==> src/rtl/pl0ts_pkg.sv <==
// ----------------------------------------------------------------------------
// pl0ts_pkg: shared types and constants of the PL/0 token scanner
// Result word layout, token kinds, symbol and error codes, keyword table.
// ----------------------------------------------------------------------------
package pl0ts_pkg;

  localparam int KW_COUNT   = 13;
  localparam int FIFO_DEPTH = 4;
  localparam int FIFO_PTR_W = $clog2(FIFO_DEPTH);

  localparam logic [4:0] KIND_IDENT   = 5'd0;
  localparam logic [4:0] KIND_NUMBER  = 5'd1;
  localparam logic [4:0] KIND_SYMBOL  = 5'd2;
  localparam logic [4:0] KIND_KW_BASE = 5'd3;
  localparam logic [4:0] KIND_EOF     = 5'd16;
  localparam logic [4:0] KIND_ERROR   = 5'd17;

  localparam logic [3:0] SYM_NONE       = 4'd0;
  localparam logic [3:0] SYM_STAR       = 4'd0;
  localparam logic [3:0] SYM_PLUS       = 4'd1;
  localparam logic [3:0] SYM_MINUS      = 4'd2;
  localparam logic [3:0] SYM_SLASH      = 4'd3;
  localparam logic [3:0] SYM_EQUAL      = 4'd4;
  localparam logic [3:0] SYM_SEMI       = 4'd5;
  localparam logic [3:0] SYM_COMMA      = 4'd6;
  localparam logic [3:0] SYM_PERIOD     = 4'd7;
  localparam logic [3:0] SYM_LPAREN     = 4'd8;
  localparam logic [3:0] SYM_RPAREN     = 4'd9;
  localparam logic [3:0] SYM_ASSIGN     = 4'd10;
  localparam logic [3:0] SYM_LESS       = 4'd11;
  localparam logic [3:0] SYM_LESS_EQ    = 4'd12;
  localparam logic [3:0] SYM_NOT_EQ     = 4'd13;
  localparam logic [3:0] SYM_GREATER    = 4'd14;
  localparam logic [3:0] SYM_GREATER_EQ = 4'd15;

  localparam logic [1:0] ERR_NONE  = 2'd0;
  localparam logic [1:0] ERR_COLON = 2'd1;
  localparam logic [1:0] ERR_CHAR  = 2'd2;

  // Keyword spellings, first character in the low byte, unused bytes zero.
  localparam logic [63:0] KW_TEXT [KW_COUNT] = '{
    64'h0000_0074_736e_6f63,  // const
    64'h0000_0000_0072_6176,  // var
    64'h6e6f_6974_636e_7566,  // function
    64'h0000_006e_6967_6562,  // begin
    64'h0000_0000_0064_6e65,  // end
    64'h0000_0000_0000_6669,  // if
    64'h0000_0000_6e65_6874,  // then
    64'h0000_0065_6c69_6877,  // while
    64'h0000_0000_0000_6f64,  // do
    64'h0000_6e72_7574_6572,  // return
    64'h0000_0065_7469_7277,  // write
    64'h006e_6c65_7469_7277,  // writeln
    64'h0000_0000_0064_646f   // odd
  };

  localparam logic [15:0] KW_LEN [KW_COUNT] = '{
    16'd5, 16'd3, 16'd8, 16'd5, 16'd3, 16'd2, 16'd4,
    16'd5, 16'd2, 16'd6, 16'd5, 16'd7, 16'd3
  };

  typedef struct packed {
    logic [4:0]  token_kind;
    logic [3:0]  symbol_code;
    logic [31:0] number_value;
    logic        number_overflow;
    logic [63:0] lexeme_head;
    logic [15:0] lexeme_length;
    logic [23:0] line_number;
    logic [15:0] column;
    logic [1:0]  error_code;
    logic        last;
  } tok_result_t;

  typedef struct packed {
    logic [1:0]  cnt;
    tok_result_t r0;
    tok_result_t r1;
  } scan_push_t;

endpackage

==> src/rtl/pl0ts_if.sv <==
// ----------------------------------------------------------------------------
// pl0ts_if: source and result channels of the PL/0 token scanner
// Valid/ready channels; a word moves on a clock edge with both high.
// ----------------------------------------------------------------------------
interface pl0ts_in_if;
  logic       valid;
  logic       ready;
  logic [7:0] char_code;
  logic       line_end;
  logic       file_end;

  modport source (output valid, char_code, line_end, file_end, input ready);
  modport sink (input valid, char_code, line_end, file_end, output ready);
endinterface

interface pl0ts_out_if;
  logic        valid;
  logic        ready;
  logic [4:0]  token_kind;
  logic [3:0]  symbol_code;
  logic [31:0] number_value;
  logic        number_overflow;
  logic [63:0] lexeme_head;
  logic [15:0] lexeme_length;
  logic [23:0] line_number;
  logic [15:0] column;
  logic [1:0]  error_code;
  logic        last;

  modport source (output valid, token_kind, symbol_code, number_value, number_overflow,
                  lexeme_head, lexeme_length, line_number, column, error_code, last,
                  input ready);
  modport sink (input valid, token_kind, symbol_code, number_value, number_overflow,
                lexeme_head, lexeme_length, line_number, column, error_code, last,
                output ready);
endinterface

==> src/rtl/pl0ts_kw_match.sv <==
// ----------------------------------------------------------------------------
// pl0ts_kw_match: keyword lookup
// Compares a finished identifier against all keywords in parallel.
// ----------------------------------------------------------------------------
module pl0ts_kw_match import pl0ts_pkg::*; (
  input  logic [63:0] head,
  input  logic [15:0] len,
  output logic [4:0]  kind
);

  always_comb begin
    kind = KIND_IDENT;
    for (int k = 0; k < KW_COUNT; k++) begin
      if (len == KW_LEN[k] && head == KW_TEXT[k]) begin
        kind = 5'(KIND_KW_BASE + 5'(k));
      end
    end
  end

endmodule

==> src/rtl/pl0ts_scan.sv <==
// ----------------------------------------------------------------------------
// pl0ts_scan: scanner state and one-word step logic
// Holds the token under construction and the line and column counters, and
// produces up to two result words for every accepted source word.
// ----------------------------------------------------------------------------
module pl0ts_scan import pl0ts_pkg::*; #(
  parameter int HEAD_CHARS  = 8,
  parameter int NUMBER_BITS = 32,
  parameter int LINE_BITS   = 24,
  parameter int COLUMN_BITS = 16
) (
  input  logic       clk,
  input  logic       rst_n,
  input  logic       step,
  input  logic [7:0] char_code,
  input  logic       line_end,
  input  logic       file_end,
  output scan_push_t push
);

  localparam int IDX_W = $clog2(HEAD_CHARS);

  typedef enum logic [6:0] {
    MODE_IDLE    = 7'b0000001,
    MODE_IDENT   = 7'b0000010,
    MODE_NUMBER  = 7'b0000100,
    MODE_COMMENT = 7'b0001000,
    MODE_COLON   = 7'b0010000,
    MODE_LESS    = 7'b0100000,
    MODE_GREATER = 7'b1000000
  } mode_t;

  mode_t                        mode_r, mode_nxt;
  logic [HEAD_CHARS-1:0][7:0]   head_r, head_nxt, head_ext;
  logic [15:0]                  len_r, len_nxt, len_inc;
  logic [NUMBER_BITS-1:0]       acc_r, acc_nxt, acc_step;
  logic                         sat_r, sat_nxt, sat_step;
  logic [LINE_BITS-1:0]         line_r, line_nxt, line_inc;
  logic [COLUMN_BITS-1:0]       col_r, col_nxt, col_inc;

  logic [NUMBER_BITS+3:0]       acc_mul;
  logic                         acc_ovf;
  logic [63:0]                  acc_w;
  logic [31:0]                  line_w, line_inc_w, col_w, col_inc_w;
  logic                         is_alpha, is_digit, is_space, is_alnum;
  logic                         sym_hit;
  logic [3:0]                   sym_code;
  logic [4:0]                   ident_kind;
  logic                         pend_v, a_v, b_v;
  tok_result_t                  pend_res, res_a, res_b;

  function automatic tok_result_t mk_res(input logic [4:0]  kind,
                                         input logic [3:0]  sym,
                                         input logic [31:0] num,
                                         input logic        ovf,
                                         input logic [63:0] head,
                                         input logic [15:0] len,
                                         input logic [23:0] line,
                                         input logic [15:0] col,
                                         input logic [1:0]  err);
    tok_result_t r;
    r.token_kind      = kind;
    r.symbol_code     = sym;
    r.number_value    = num;
    r.number_overflow = ovf;
    r.lexeme_head     = head;
    r.lexeme_length   = len;
    r.line_number     = line;
    r.column          = col;
    r.error_code      = err;
    r.last            = 1'b0;
    return r;
  endfunction

  pl0ts_kw_match u_kw_match (
    .head (head_r[7:0]),
    .len  (len_r),
    .kind (ident_kind)
  );

  assign is_alpha = (char_code >= "a" && char_code <= "z") ||
                    (char_code >= "A" && char_code <= "Z");
  assign is_digit = char_code >= "0" && char_code <= "9";
  assign is_space = char_code == " " || (char_code >= 8'd9 && char_code <= 8'd13);
  assign is_alnum = is_alpha || is_digit;

  assign col_inc  = (col_r == '1) ? col_r : col_r + COLUMN_BITS'(1);
  assign line_inc = (line_r == '1) ? line_r : line_r + LINE_BITS'(1);
  assign len_inc  = (len_r == '1) ? len_r : len_r + 16'd1;

  assign acc_w      = 64'(acc_r);
  assign line_w     = 32'(line_r);
  assign line_inc_w = 32'(line_inc);
  assign col_w      = 32'(col_r);
  assign col_inc_w  = 32'(col_inc);

  // Ten times the value plus the new digit; any carry into the top bits saturates.
  assign acc_mul  = {1'b0, acc_r, 3'b000} + {3'b000, acc_r, 1'b0} +
                    {NUMBER_BITS'(0), char_code[3:0]};
  assign acc_ovf  = |acc_mul[NUMBER_BITS+3:NUMBER_BITS];
  assign acc_step = sat_r ? acc_r : (acc_ovf ? '1 : acc_mul[NUMBER_BITS-1:0]);
  assign sat_step = sat_r | acc_ovf;

  always_comb begin
    head_ext = head_r;
    if (len_r < 16'(HEAD_CHARS)) begin
      head_ext[len_r[IDX_W-1:0]] = char_code;
    end
  end

  always_comb begin
    sym_hit  = 1'b1;
    sym_code = SYM_NONE;
    unique case (char_code)
      "*": sym_code = SYM_STAR;
      "+": sym_code = SYM_PLUS;
      "-": sym_code = SYM_MINUS;
      "/": sym_code = SYM_SLASH;
      "=": sym_code = SYM_EQUAL;
      ";": sym_code = SYM_SEMI;
      ",": sym_code = SYM_COMMA;
      ".": sym_code = SYM_PERIOD;
      "(": sym_code = SYM_LPAREN;
      ")": sym_code = SYM_RPAREN;
      default: sym_hit = 1'b0;
    endcase
  end

  always_comb begin
    pend_v   = 1'b1;
    pend_res = mk_res(KIND_SYMBOL, SYM_NONE, 32'd0, 1'b0, head_r[7:0], len_r,
                      line_w[23:0], col_w[15:0], ERR_NONE);
    unique case (mode_r)
      MODE_IDENT:   pend_res.token_kind = ident_kind;
      MODE_NUMBER: begin
        pend_res.token_kind      = KIND_NUMBER;
        pend_res.number_value    = acc_w[31:0];
        pend_res.number_overflow = sat_r;
      end
      MODE_LESS:    pend_res.symbol_code = SYM_LESS;
      MODE_GREATER: pend_res.symbol_code = SYM_GREATER;
      MODE_COLON: begin
        pend_res.token_kind = KIND_ERROR;
        pend_res.error_code = ERR_COLON;
      end
      default:      pend_v = 1'b0;
    endcase
  end

  always_comb begin
    mode_nxt = mode_r;
    head_nxt = head_r;
    len_nxt  = len_r;
    acc_nxt  = acc_r;
    sat_nxt  = sat_r;
    line_nxt = line_r;
    col_nxt  = col_r;
    a_v      = 1'b0;
    b_v      = 1'b0;
    res_a    = pend_res;
    res_b    = mk_res(KIND_ERROR, SYM_NONE, 32'd0, 1'b0, 64'(char_code), 16'd1,
                      line_w[23:0], col_inc_w[15:0], ERR_CHAR);
    if (step) begin
      if (line_end || file_end) begin
        a_v = pend_v;
        if (pend_v) begin
          mode_nxt = MODE_IDLE;
          head_nxt = '0;
          len_nxt  = '0;
          acc_nxt  = '0;
          sat_nxt  = 1'b0;
        end
        if (line_end) begin
          line_nxt = line_inc;
          col_nxt  = '0;
        end
        if (file_end) begin
          b_v      = 1'b1;
          res_b    = mk_res(KIND_EOF, SYM_NONE, 32'd0, 1'b0, 64'd0, 16'd0,
                            line_end ? line_inc_w[23:0] : line_w[23:0], 16'd0, ERR_NONE);
          mode_nxt = MODE_IDLE;
          head_nxt = '0;
          len_nxt  = '0;
          acc_nxt  = '0;
          sat_nxt  = 1'b0;
          line_nxt = LINE_BITS'(1);
          col_nxt  = '0;
        end
      end else if (mode_r == MODE_COMMENT) begin
        col_nxt = col_inc;
        if (char_code == "}") begin
          mode_nxt = MODE_IDLE;
        end
      end else if ((mode_r == MODE_IDENT && is_alnum) ||
                   (mode_r == MODE_NUMBER && is_digit)) begin
        col_nxt  = col_inc;
        head_nxt = head_ext;
        len_nxt  = len_inc;
        if (mode_r == MODE_NUMBER) begin
          acc_nxt = acc_step;
          sat_nxt = sat_step;
        end
      end else if ((mode_r == MODE_LESS && (char_code == "=" || char_code == ">")) ||
                   (mode_r == MODE_GREATER && char_code == "=") ||
                   (mode_r == MODE_COLON && char_code == "=")) begin
        col_nxt  = col_inc;
        a_v      = 1'b1;
        res_a    = mk_res(KIND_SYMBOL, SYM_ASSIGN, 32'd0, 1'b0, head_ext[7:0], len_inc,
                          line_w[23:0], col_inc_w[15:0], ERR_NONE);
        if (mode_r == MODE_LESS) begin
          res_a.symbol_code = (char_code == "=") ? SYM_LESS_EQ : SYM_NOT_EQ;
        end else if (mode_r == MODE_GREATER) begin
          res_a.symbol_code = SYM_GREATER_EQ;
        end
        mode_nxt = MODE_IDLE;
        head_nxt = '0;
        len_nxt  = '0;
        acc_nxt  = '0;
        sat_nxt  = 1'b0;
      end else begin
        // The pending token ends here and the word starts afresh from an empty token.
        a_v      = pend_v;
        col_nxt  = col_inc;
        mode_nxt = MODE_IDLE;
        head_nxt = '0;
        len_nxt  = '0;
        acc_nxt  = '0;
        sat_nxt  = 1'b0;
        if (is_space) begin
          mode_nxt = MODE_IDLE;
        end else if (is_alpha) begin
          head_nxt[0] = char_code;
          len_nxt     = 16'd1;
          mode_nxt    = MODE_IDENT;
        end else if (char_code == "0") begin
          b_v   = 1'b1;
          res_b = mk_res(KIND_NUMBER, SYM_NONE, 32'd0, 1'b0, 64'(char_code), 16'd1,
                         line_w[23:0], col_inc_w[15:0], ERR_NONE);
        end else if (is_digit) begin
          head_nxt[0] = char_code;
          len_nxt     = 16'd1;
          acc_nxt     = NUMBER_BITS'(char_code[3:0]);
          mode_nxt    = MODE_NUMBER;
        end else if (char_code == "{") begin
          mode_nxt = MODE_COMMENT;
        end else if (char_code == ":" || char_code == "<" || char_code == ">") begin
          head_nxt[0] = char_code;
          len_nxt     = 16'd1;
          if (char_code == ":") begin
            mode_nxt = MODE_COLON;
          end else if (char_code == "<") begin
            mode_nxt = MODE_LESS;
          end else begin
            mode_nxt = MODE_GREATER;
          end
        end else if (sym_hit) begin
          b_v   = 1'b1;
          res_b = mk_res(KIND_SYMBOL, sym_code, 32'd0, 1'b0, 64'(char_code), 16'd1,
                         line_w[23:0], col_inc_w[15:0], ERR_NONE);
        end else begin
          b_v = 1'b1;
        end
      end
    end
  end

  always_comb begin
    push = '0;
    if (a_v) begin
      push.r0      = res_a;
      push.r0.last = !b_v;
      push.r1      = res_b;
      push.r1.last = b_v;
      push.cnt     = b_v ? 2'd2 : 2'd1;
    end else if (b_v) begin
      push.r0      = res_b;
      push.r0.last = 1'b1;
      push.cnt     = 2'd1;
    end
  end

  always_ff @(posedge clk) begin
    if (!rst_n) begin
      mode_r <= MODE_IDLE;
      head_r <= '0;
      len_r  <= '0;
      acc_r  <= '0;
      sat_r  <= 1'b0;
      line_r <= LINE_BITS'(1);
      col_r  <= '0;
    end else begin
      mode_r <= mode_nxt;
      head_r <= head_nxt;
      len_r  <= len_nxt;
      acc_r  <= acc_nxt;
      sat_r  <= sat_nxt;
      line_r <= line_nxt;
      col_r  <= col_nxt;
    end
  end

  a_idle_token_empty: assert property (@(posedge clk) disable iff (!rst_n)
    (mode_r == MODE_IDLE || mode_r == MODE_COMMENT) |-> (len_r == '0 && head_r == '0))
    else $error("token buffer not empty between tokens");

  a_sat_holds_max: assert property (@(posedge clk) disable iff (!rst_n)
    sat_r |-> (acc_r == '1 && mode_r == MODE_NUMBER))
    else $error("saturated number without maximum value");

  a_eof_restarts: assert property (@(posedge clk) disable iff (!rst_n)
    (step && file_end) |=> (mode_r == MODE_IDLE && line_r == LINE_BITS'(1) &&
                            col_r == '0 && len_r == '0))
    else $error("end of file did not return scanner to its start state");

endmodule

==> src/rtl/pl0ts_out_fifo.sv <==
// ----------------------------------------------------------------------------
// pl0ts_out_fifo: result queue
// Small register queue that takes up to two result words per cycle and
// hands out one per handshake.
// ----------------------------------------------------------------------------
module pl0ts_out_fifo import pl0ts_pkg::*; (
  input  logic        clk,
  input  logic        rst_n,
  input  scan_push_t  push,
  output logic        room,
  output logic        valid,
  input  logic        ready,
  output tok_result_t head
);

  tok_result_t             mem_r [FIFO_DEPTH];
  logic [FIFO_PTR_W-1:0]   wr_ptr_r, wr_ptr_nxt, wr_ptr_p1;
  logic [FIFO_PTR_W-1:0]   rd_ptr_r, rd_ptr_nxt;
  logic [FIFO_PTR_W:0]     count_r, count_nxt;
  logic                    pop;

  assign valid      = count_r != '0;
  assign head       = mem_r[rd_ptr_r];
  assign pop        = valid && ready;
  assign room       = count_r <= (FIFO_PTR_W+1)'(FIFO_DEPTH - 2);
  assign wr_ptr_p1  = wr_ptr_r + FIFO_PTR_W'(1);
  assign wr_ptr_nxt = wr_ptr_r + FIFO_PTR_W'(push.cnt);
  assign rd_ptr_nxt = pop ? rd_ptr_r + FIFO_PTR_W'(1) : rd_ptr_r;
  assign count_nxt  = count_r + (FIFO_PTR_W+1)'(push.cnt) - (FIFO_PTR_W+1)'(pop);

  always_ff @(posedge clk) begin
    if (push.cnt != 2'd0) begin
      mem_r[wr_ptr_r] <= push.r0;
    end
    if (push.cnt == 2'd2) begin
      mem_r[wr_ptr_p1] <= push.r1;
    end
  end

  always_ff @(posedge clk) begin
    if (!rst_n) begin
      wr_ptr_r <= '0;
      rd_ptr_r <= '0;
      count_r  <= '0;
    end else begin
      wr_ptr_r <= wr_ptr_nxt;
      rd_ptr_r <= rd_ptr_nxt;
      count_r  <= count_nxt;
    end
  end

  a_no_overflow: assert property (@(posedge clk) disable iff (!rst_n)
    count_r <= (FIFO_PTR_W+1)'(FIFO_DEPTH))
    else $error("result queue overflow");

  a_push_has_room: assert property (@(posedge clk) disable iff (!rst_n)
    (push.cnt != 2'd0) |-> room)
    else $error("results pushed without room");

  a_pop_drains: assert property (@(posedge clk) disable iff (!rst_n)
    (pop && push.cnt == 2'd0) |=> count_r == $past(count_r) - (FIFO_PTR_W+1)'(1))
    else $error("result queue count lost a word");

endmodule

==> src/rtl/pl0_token_scanner_core.sv <==
// ----------------------------------------------------------------------------
// pl0_token_scanner_core: streaming PL/0 lexer
// Takes one source character or line/file event per word and returns tokens.
// ----------------------------------------------------------------------------
// The scanner accepts one source word per clock cycle while the queue has room and writes
// the tokens it causes, up to two, into a four-word result queue in the same cycle, so a
// token is available in the cycle after the word that completes it. The input is ready
// whenever the queue holds two words or fewer; a source word that yields two
// tokens therefore costs two output handshakes, and the sustained rate is one
// word per cycle as long as results are taken as fast as they are produced.
module pl0_token_scanner_core import pl0ts_pkg::*; #(
  parameter int HEAD_CHARS  = 8,
  parameter int NUMBER_BITS = 32,
  parameter int LINE_BITS   = 24,
  parameter int COLUMN_BITS = 16
) (
  input logic           clk,
  input logic           rst_n,
  pl0ts_in_if.sink      in_if,
  pl0ts_out_if.source   out_if
);

  scan_push_t  push;
  tok_result_t head;
  logic        room;
  logic        step;

  assign in_if.ready = room;
  assign step        = in_if.valid && room;

  pl0ts_scan #(
    .HEAD_CHARS  (HEAD_CHARS),
    .NUMBER_BITS (NUMBER_BITS),
    .LINE_BITS   (LINE_BITS),
    .COLUMN_BITS (COLUMN_BITS)
  ) u_scan (
    .clk       (clk),
    .rst_n     (rst_n),
    .step      (step),
    .char_code (in_if.char_code),
    .line_end  (in_if.line_end),
    .file_end  (in_if.file_end),
    .push      (push)
  );

  pl0ts_out_fifo u_out_fifo (
    .clk   (clk),
    .rst_n (rst_n),
    .push  (push),
    .room  (room),
    .valid (out_if.valid),
    .ready (out_if.ready),
    .head  (head)
  );

  assign out_if.token_kind      = head.token_kind;
  assign out_if.symbol_code     = head.symbol_code;
  assign out_if.number_value    = head.number_value;
  assign out_if.number_overflow = head.number_overflow;
  assign out_if.lexeme_head     = head.lexeme_head;
  assign out_if.lexeme_length   = head.lexeme_length;
  assign out_if.line_number     = head.line_number;
  assign out_if.column          = head.column;
  assign out_if.error_code      = head.error_code;
  assign out_if.last            = head.last;

endmodule
==> src/flat_wrapper.sv <==
// flat-port wrapper written by rule: the top's interface ports become plain ports
module pl0_token_scanner_core_flat import pl0ts_pkg::*;
#(
  parameter int HEAD_CHARS  = 8,
  parameter int NUMBER_BITS = 32,
  parameter int LINE_BITS   = 24,
  parameter int COLUMN_BITS = 16
)
  (clk, rst_n, in_if_valid, in_if_char_code, in_if_line_end, in_if_file_end, in_if_ready, out_if_valid, out_if_token_kind, out_if_symbol_code, out_if_number_value, out_if_number_overflow, out_if_lexeme_head, out_if_lexeme_length, out_if_line_number, out_if_column, out_if_error_code, out_if_last, out_if_ready);
  pl0ts_in_if in_if_i ();
  pl0ts_out_if out_if_i ();
  input logic clk;
  input logic rst_n;
  input wire logic [$bits(in_if_i.valid)-1:0] in_if_valid;
  input wire logic [$bits(in_if_i.char_code)-1:0] in_if_char_code;
  input wire logic [$bits(in_if_i.line_end)-1:0] in_if_line_end;
  input wire logic [$bits(in_if_i.file_end)-1:0] in_if_file_end;
  output wire logic [$bits(in_if_i.ready)-1:0] in_if_ready;
  output wire logic [$bits(out_if_i.valid)-1:0] out_if_valid;
  output wire logic [$bits(out_if_i.token_kind)-1:0] out_if_token_kind;
  output wire logic [$bits(out_if_i.symbol_code)-1:0] out_if_symbol_code;
  output wire logic [$bits(out_if_i.number_value)-1:0] out_if_number_value;
  output wire logic [$bits(out_if_i.number_overflow)-1:0] out_if_number_overflow;
  output wire logic [$bits(out_if_i.lexeme_head)-1:0] out_if_lexeme_head;
  output wire logic [$bits(out_if_i.lexeme_length)-1:0] out_if_lexeme_length;
  output wire logic [$bits(out_if_i.line_number)-1:0] out_if_line_number;
  output wire logic [$bits(out_if_i.column)-1:0] out_if_column;
  output wire logic [$bits(out_if_i.error_code)-1:0] out_if_error_code;
  output wire logic [$bits(out_if_i.last)-1:0] out_if_last;
  input wire logic [$bits(out_if_i.ready)-1:0] out_if_ready;
  assign in_if_i.valid = in_if_valid;
  assign in_if_i.char_code = in_if_char_code;
  assign in_if_i.line_end = in_if_line_end;
  assign in_if_i.file_end = in_if_file_end;
  assign in_if_ready = in_if_i.ready;
  assign out_if_valid = out_if_i.valid;
  assign out_if_token_kind = out_if_i.token_kind;
  assign out_if_symbol_code = out_if_i.symbol_code;
  assign out_if_number_value = out_if_i.number_value;
  assign out_if_number_overflow = out_if_i.number_overflow;
  assign out_if_lexeme_head = out_if_i.lexeme_head;
  assign out_if_lexeme_length = out_if_i.lexeme_length;
  assign out_if_line_number = out_if_i.line_number;
  assign out_if_column = out_if_i.column;
  assign out_if_error_code = out_if_i.error_code;
  assign out_if_last = out_if_i.last;
  assign out_if_i.ready = out_if_ready;
  pl0_token_scanner_core #(.HEAD_CHARS(HEAD_CHARS), .NUMBER_BITS(NUMBER_BITS), .LINE_BITS(LINE_BITS), .COLUMN_BITS(COLUMN_BITS)) u_core (.clk(clk), .rst_n(rst_n), .in_if(in_if_i), .out_if(out_if_i));
endmodule
==> config.mk <==
export PLATFORM = sky130hd
export DESIGN_NAME = pl0_token_scanner_core_flat
export DESIGN_NICKNAME = d
export VERILOG_FILES = /design/src/rtl/pl0ts_pkg.sv /design/src/rtl/pl0ts_if.sv /design/src/rtl/pl0ts_kw_match.sv /design/src/rtl/pl0ts_scan.sv /design/src/rtl/pl0ts_out_fifo.sv /design/src/rtl/pl0_token_scanner_core.sv /design/src/flat_wrapper.sv
export SDC_FILE = /design/constraint.sdc
export NUM_CORES = 2
export LEC_CHECK = 0
export BUFFER_PORTS_ARGS = -buffer_cell sky130_fd_sc_hd__buf_4
export CAP_MARGIN = 20
export CELL_PAD_IN_SITES_DETAIL_PLACEMENT = 0
export CELL_PAD_IN_SITES_GLOBAL_PLACEMENT = 2
export CORE_MARGIN = 8
export CORE_UTILIZATION = 40
export DETAILED_ROUTE_END_ITERATION = 7
export PLACE_DENSITY_LB_ADDON = 0.08
export SYNTH_ARGS = -nofsm -noshare
export SYNTH_HDL_FRONTEND = slang
export SYNTH_HIERARCHICAL = 1
export SYNTH_SLANG_ARGS = --single-unit
==> constraint.sdc <==
create_clock -name clk -period 15.38 [get_ports clk]
set_input_delay 1.538 -clock clk [delete_from_list [all_inputs] [get_ports clk]]
set_output_delay 1.538 -clock clk [all_outputs]
set_load 0.1 [all_outputs]
==> flow_summary.ini <==
[grt]
grt_max_degree = 118
grt_use_met3 = 0.0374
globalRouteOverflowTotal = 0
grt_antenna_before_repair = 12
grtUsageMet2 = 0.361
grt_use_met1 = 0.274
grtUsageTotal = 0.211
grt_pass1_vias = 32700
busiest_layer = met2
grt_pass1_wl_mm = 207

[final_layout]
final_area_mm2 = 0.0519
drive_above_1_share = 0.311
mostFrequentLayoutCell = edfxtp_1
layout.nets = 3869
final_cell_mix = edfxtp_1, mux2_2, nor2_1
synthToLayoutAreaGrowth_pct = 11.7
nFillCells = 10600

[yosys]
synth_cell_types = 91
synthArstFlopShare = 0
synth_seq_cells = 829
ys_warn_count = 6
synthCells = 3694
synth_area_per_cell_um2 = 12.6
synth.area.top_cells = edfxtp_1, mux2_2, mux4_2
synth_top_area_cell = edfxtp_1
synth-edff-count = 660
ys_seq_area_frac = 0.499
netlist_area_mm2 = 0.0465
ys.flop_type = edfxtp_1
yosys.area.top_type_share = 0.426

[cts]
cts_tree = yes
cts_hold_buf = 0
clk_path_buf_depth = 3
ctsRootBufferMaster = clkbuf_16
path_clk_slew_ns = 0.06
ctsResizeCount = 0
cts_max_level = 3
numCtsBuffers = 99
cts_setup_buffers = 0
cts.sinks = 829
clk_latency_ns = 0.68

[floorplanning]
row_count = 125
die_h_um = 357
core_mm2 = 0.116
dieArea_mm2 = 0.127
start_util = 0.402
ioPinCount = 181
die_x_um = 357

[timing]
worstMarginPinSlew_ns = 1.11
slew_violations = 0
rsz0062_at_grt = no
setup_ws_ns = 8.63
setup_viol = 0
maxSlewHeadroom = 0.257
hold_viol = 0
clock_skew_ns = 0.0228
fin_tns_setup_ns = 0
min_period_ns = 6.75
timing.hold.ws_ns = 0.467
fmax_mhz = 148
post-route-period-util = 0.439

[run]
max-cap-violations = 0

[outcome]
run_status = complete, no violations

[power]
comb_power_share = 0.322
power.total_uw = 7170
clkPwrFrac = 0.320
cell_internal_pwr_uw = 4410
p_sw_frac = 0.385
switching_power_uw = 2760
p_leak_uw = 0.0188
powerDensity_mw_per_mm2 = 138
pwr-share-seq = 0.358
ir_worst_vdd_mv = 0.127

[setup_path]
worstSetupPathType = input pin to flip-flop
crit_arrival_ns = 7.17
cp-end-kind = flip-flop
crit_required_ns = 15.79
startpoint_type = input pin
crit_fanout = 46
r2r_cells = 12

[place]
numPortBuffers = 180
placed_area_mm2 = 0.0487
place_ws_ns = 7.97
gp_congestion = 0.883
dp_hpwl_mm = 88.0

[hold_path]
hold_depth = 2
hold_path_class = flip-flop to flip-flop

[routing]
drc = 0
vias = 31300
wl_per_cell_um = 25.6
antenna_left = 0
dr.pass1.iters = 7
viasPerCell = 5.80
dr.first_iter.drc_count = 2223
wl_mm = 138
[metal layers]
layer / part of all wire / vias up
li1: - / 14300
met1: 0.44 / 16000
met2: 0.49 / 822
met3: 0.053 / 189
met4: 0.025 / 14
met5: 0.00069 / -
[path summary, 6_finish.rpt]
check / startpoint / end / slack, ns
worst max-delay path: in_if_char_code[4] / u_core/u_out_fifo/mem_r[2][95] / 8.63
worst min-delay path: u_core/u_out_fifo/rd_ptr_r[1] / flip-flop / 0.47
worst max register to register: u_core/u_scan/mode_r[1] / u_core/u_out_fifo/mem_r[2][95] / 9.32
worst min register to register: u_core/u_out_fifo/rd_ptr_r[1] / flip-flop / 0.47
[cell families (layout without fill, tap and decap cells)]
logic type / after synthesis / in the layout / synth area share
mux: 840 / 840 / 0.243
simple gates: 927 / 927 / 0.103
buf+inv: 397 / 462 / 0.0461
other cells: 2 / 114 / 0.000161
flops: 829 / 829 / 0.499
fa+ha+maj: 74 / 74 / 0.0204
compound gates: 561 / 561 / 0.0758
xor+xnor: 64 / 64 / 0.0126
[registers in the layout, indices dropped and copies added, names as in the netlist, named ones only]
| signal | count |
|---|---|
| u_core/u_out_fifo/mem_r | 660 |
| u_core/u_out_fifo/rd_ptr_r | 2 |
| u_core/u_out_fifo/count_r | 3 |
| u_core/u_scan/head_r | 64 |
| u_core/u_out_fifo/wr_ptr_r | 2 |
| u_core/u_scan/sat_r | 1 |
| u_core/u_scan/line_r | 24 |
| u_core/u_scan/col_r | 16 |
| u_core/u_scan/mode_r | 7 |
| u_core/u_scan/len_r | 16 |
| u_core/u_scan/acc_r | 32 |
[synth_stat cells, types with 57 or more instances]
| cell type | n |
|---|---|
| mux4_2 | 165 |
| edfxtp_1 | 660 |
| a21oi_1 | 152 |
| buf_4 | 133 |
| a22oi_1 | 91 |
| mux2_2 | 610 |
| and3_1 | 70 |
| ha_1 | 71 |
| buf_2 | 82 |
| dfxtp_1 | 169 |
| nor3_1 | 57 |
| nand3_1 | 62 |
| nand2_1 | 180 |
| nor2_1 | 298 |
| o21ai_0 | 145 |
| clkbuf_1 | 118 |
[cell type report]
type,count,area (um^2),share of cell area
Timing Repair Buffer,236,1820,0.0350
Clock inverter,44,337,0.00648
Antenna cell,6,15.0,0.000289
Inverter,41,155,0.00299
Clock buffer,141,2860,0.0550
Multi-Input combinational cell,2574,21600,0.417
Sequential cell,829,23200,0.447
Tap cell,1524,1910,0.0367
[power by group through the flow]
stage	sequential (uW)	combinational [uW]	clock (uW)
finish	2570	2310	2290
global route	2580	2390	2440
CTS	2570	2340	2360
detailed placement	2620	2340	0
global placement	2610	2340	0
floorplan	2610	1860	0
[worst max-delay path: stages]
cell	delay [ns]
buf_4	0.25
and4bb_1	0.49
nand3_1	0.20
nor3_1	0.49
or4_1	0.26
o21bai_1	0.19
nand2_1	0.27
inv_1	0.15
ha_1	0.49
and4bb_4	0.92
buf_4	0.62
buf_4	0.74
mux2_2	0.42
[metrics by stage]
stage                util  cells
finish              0.449   5395
global route        0.449   5389
CTS                 0.448   5387
detailed placement  0.421   5202
global placement    0.421   5201
floorplan               -   3800
No activity file was read; power rests on OpenSTA's default activity.
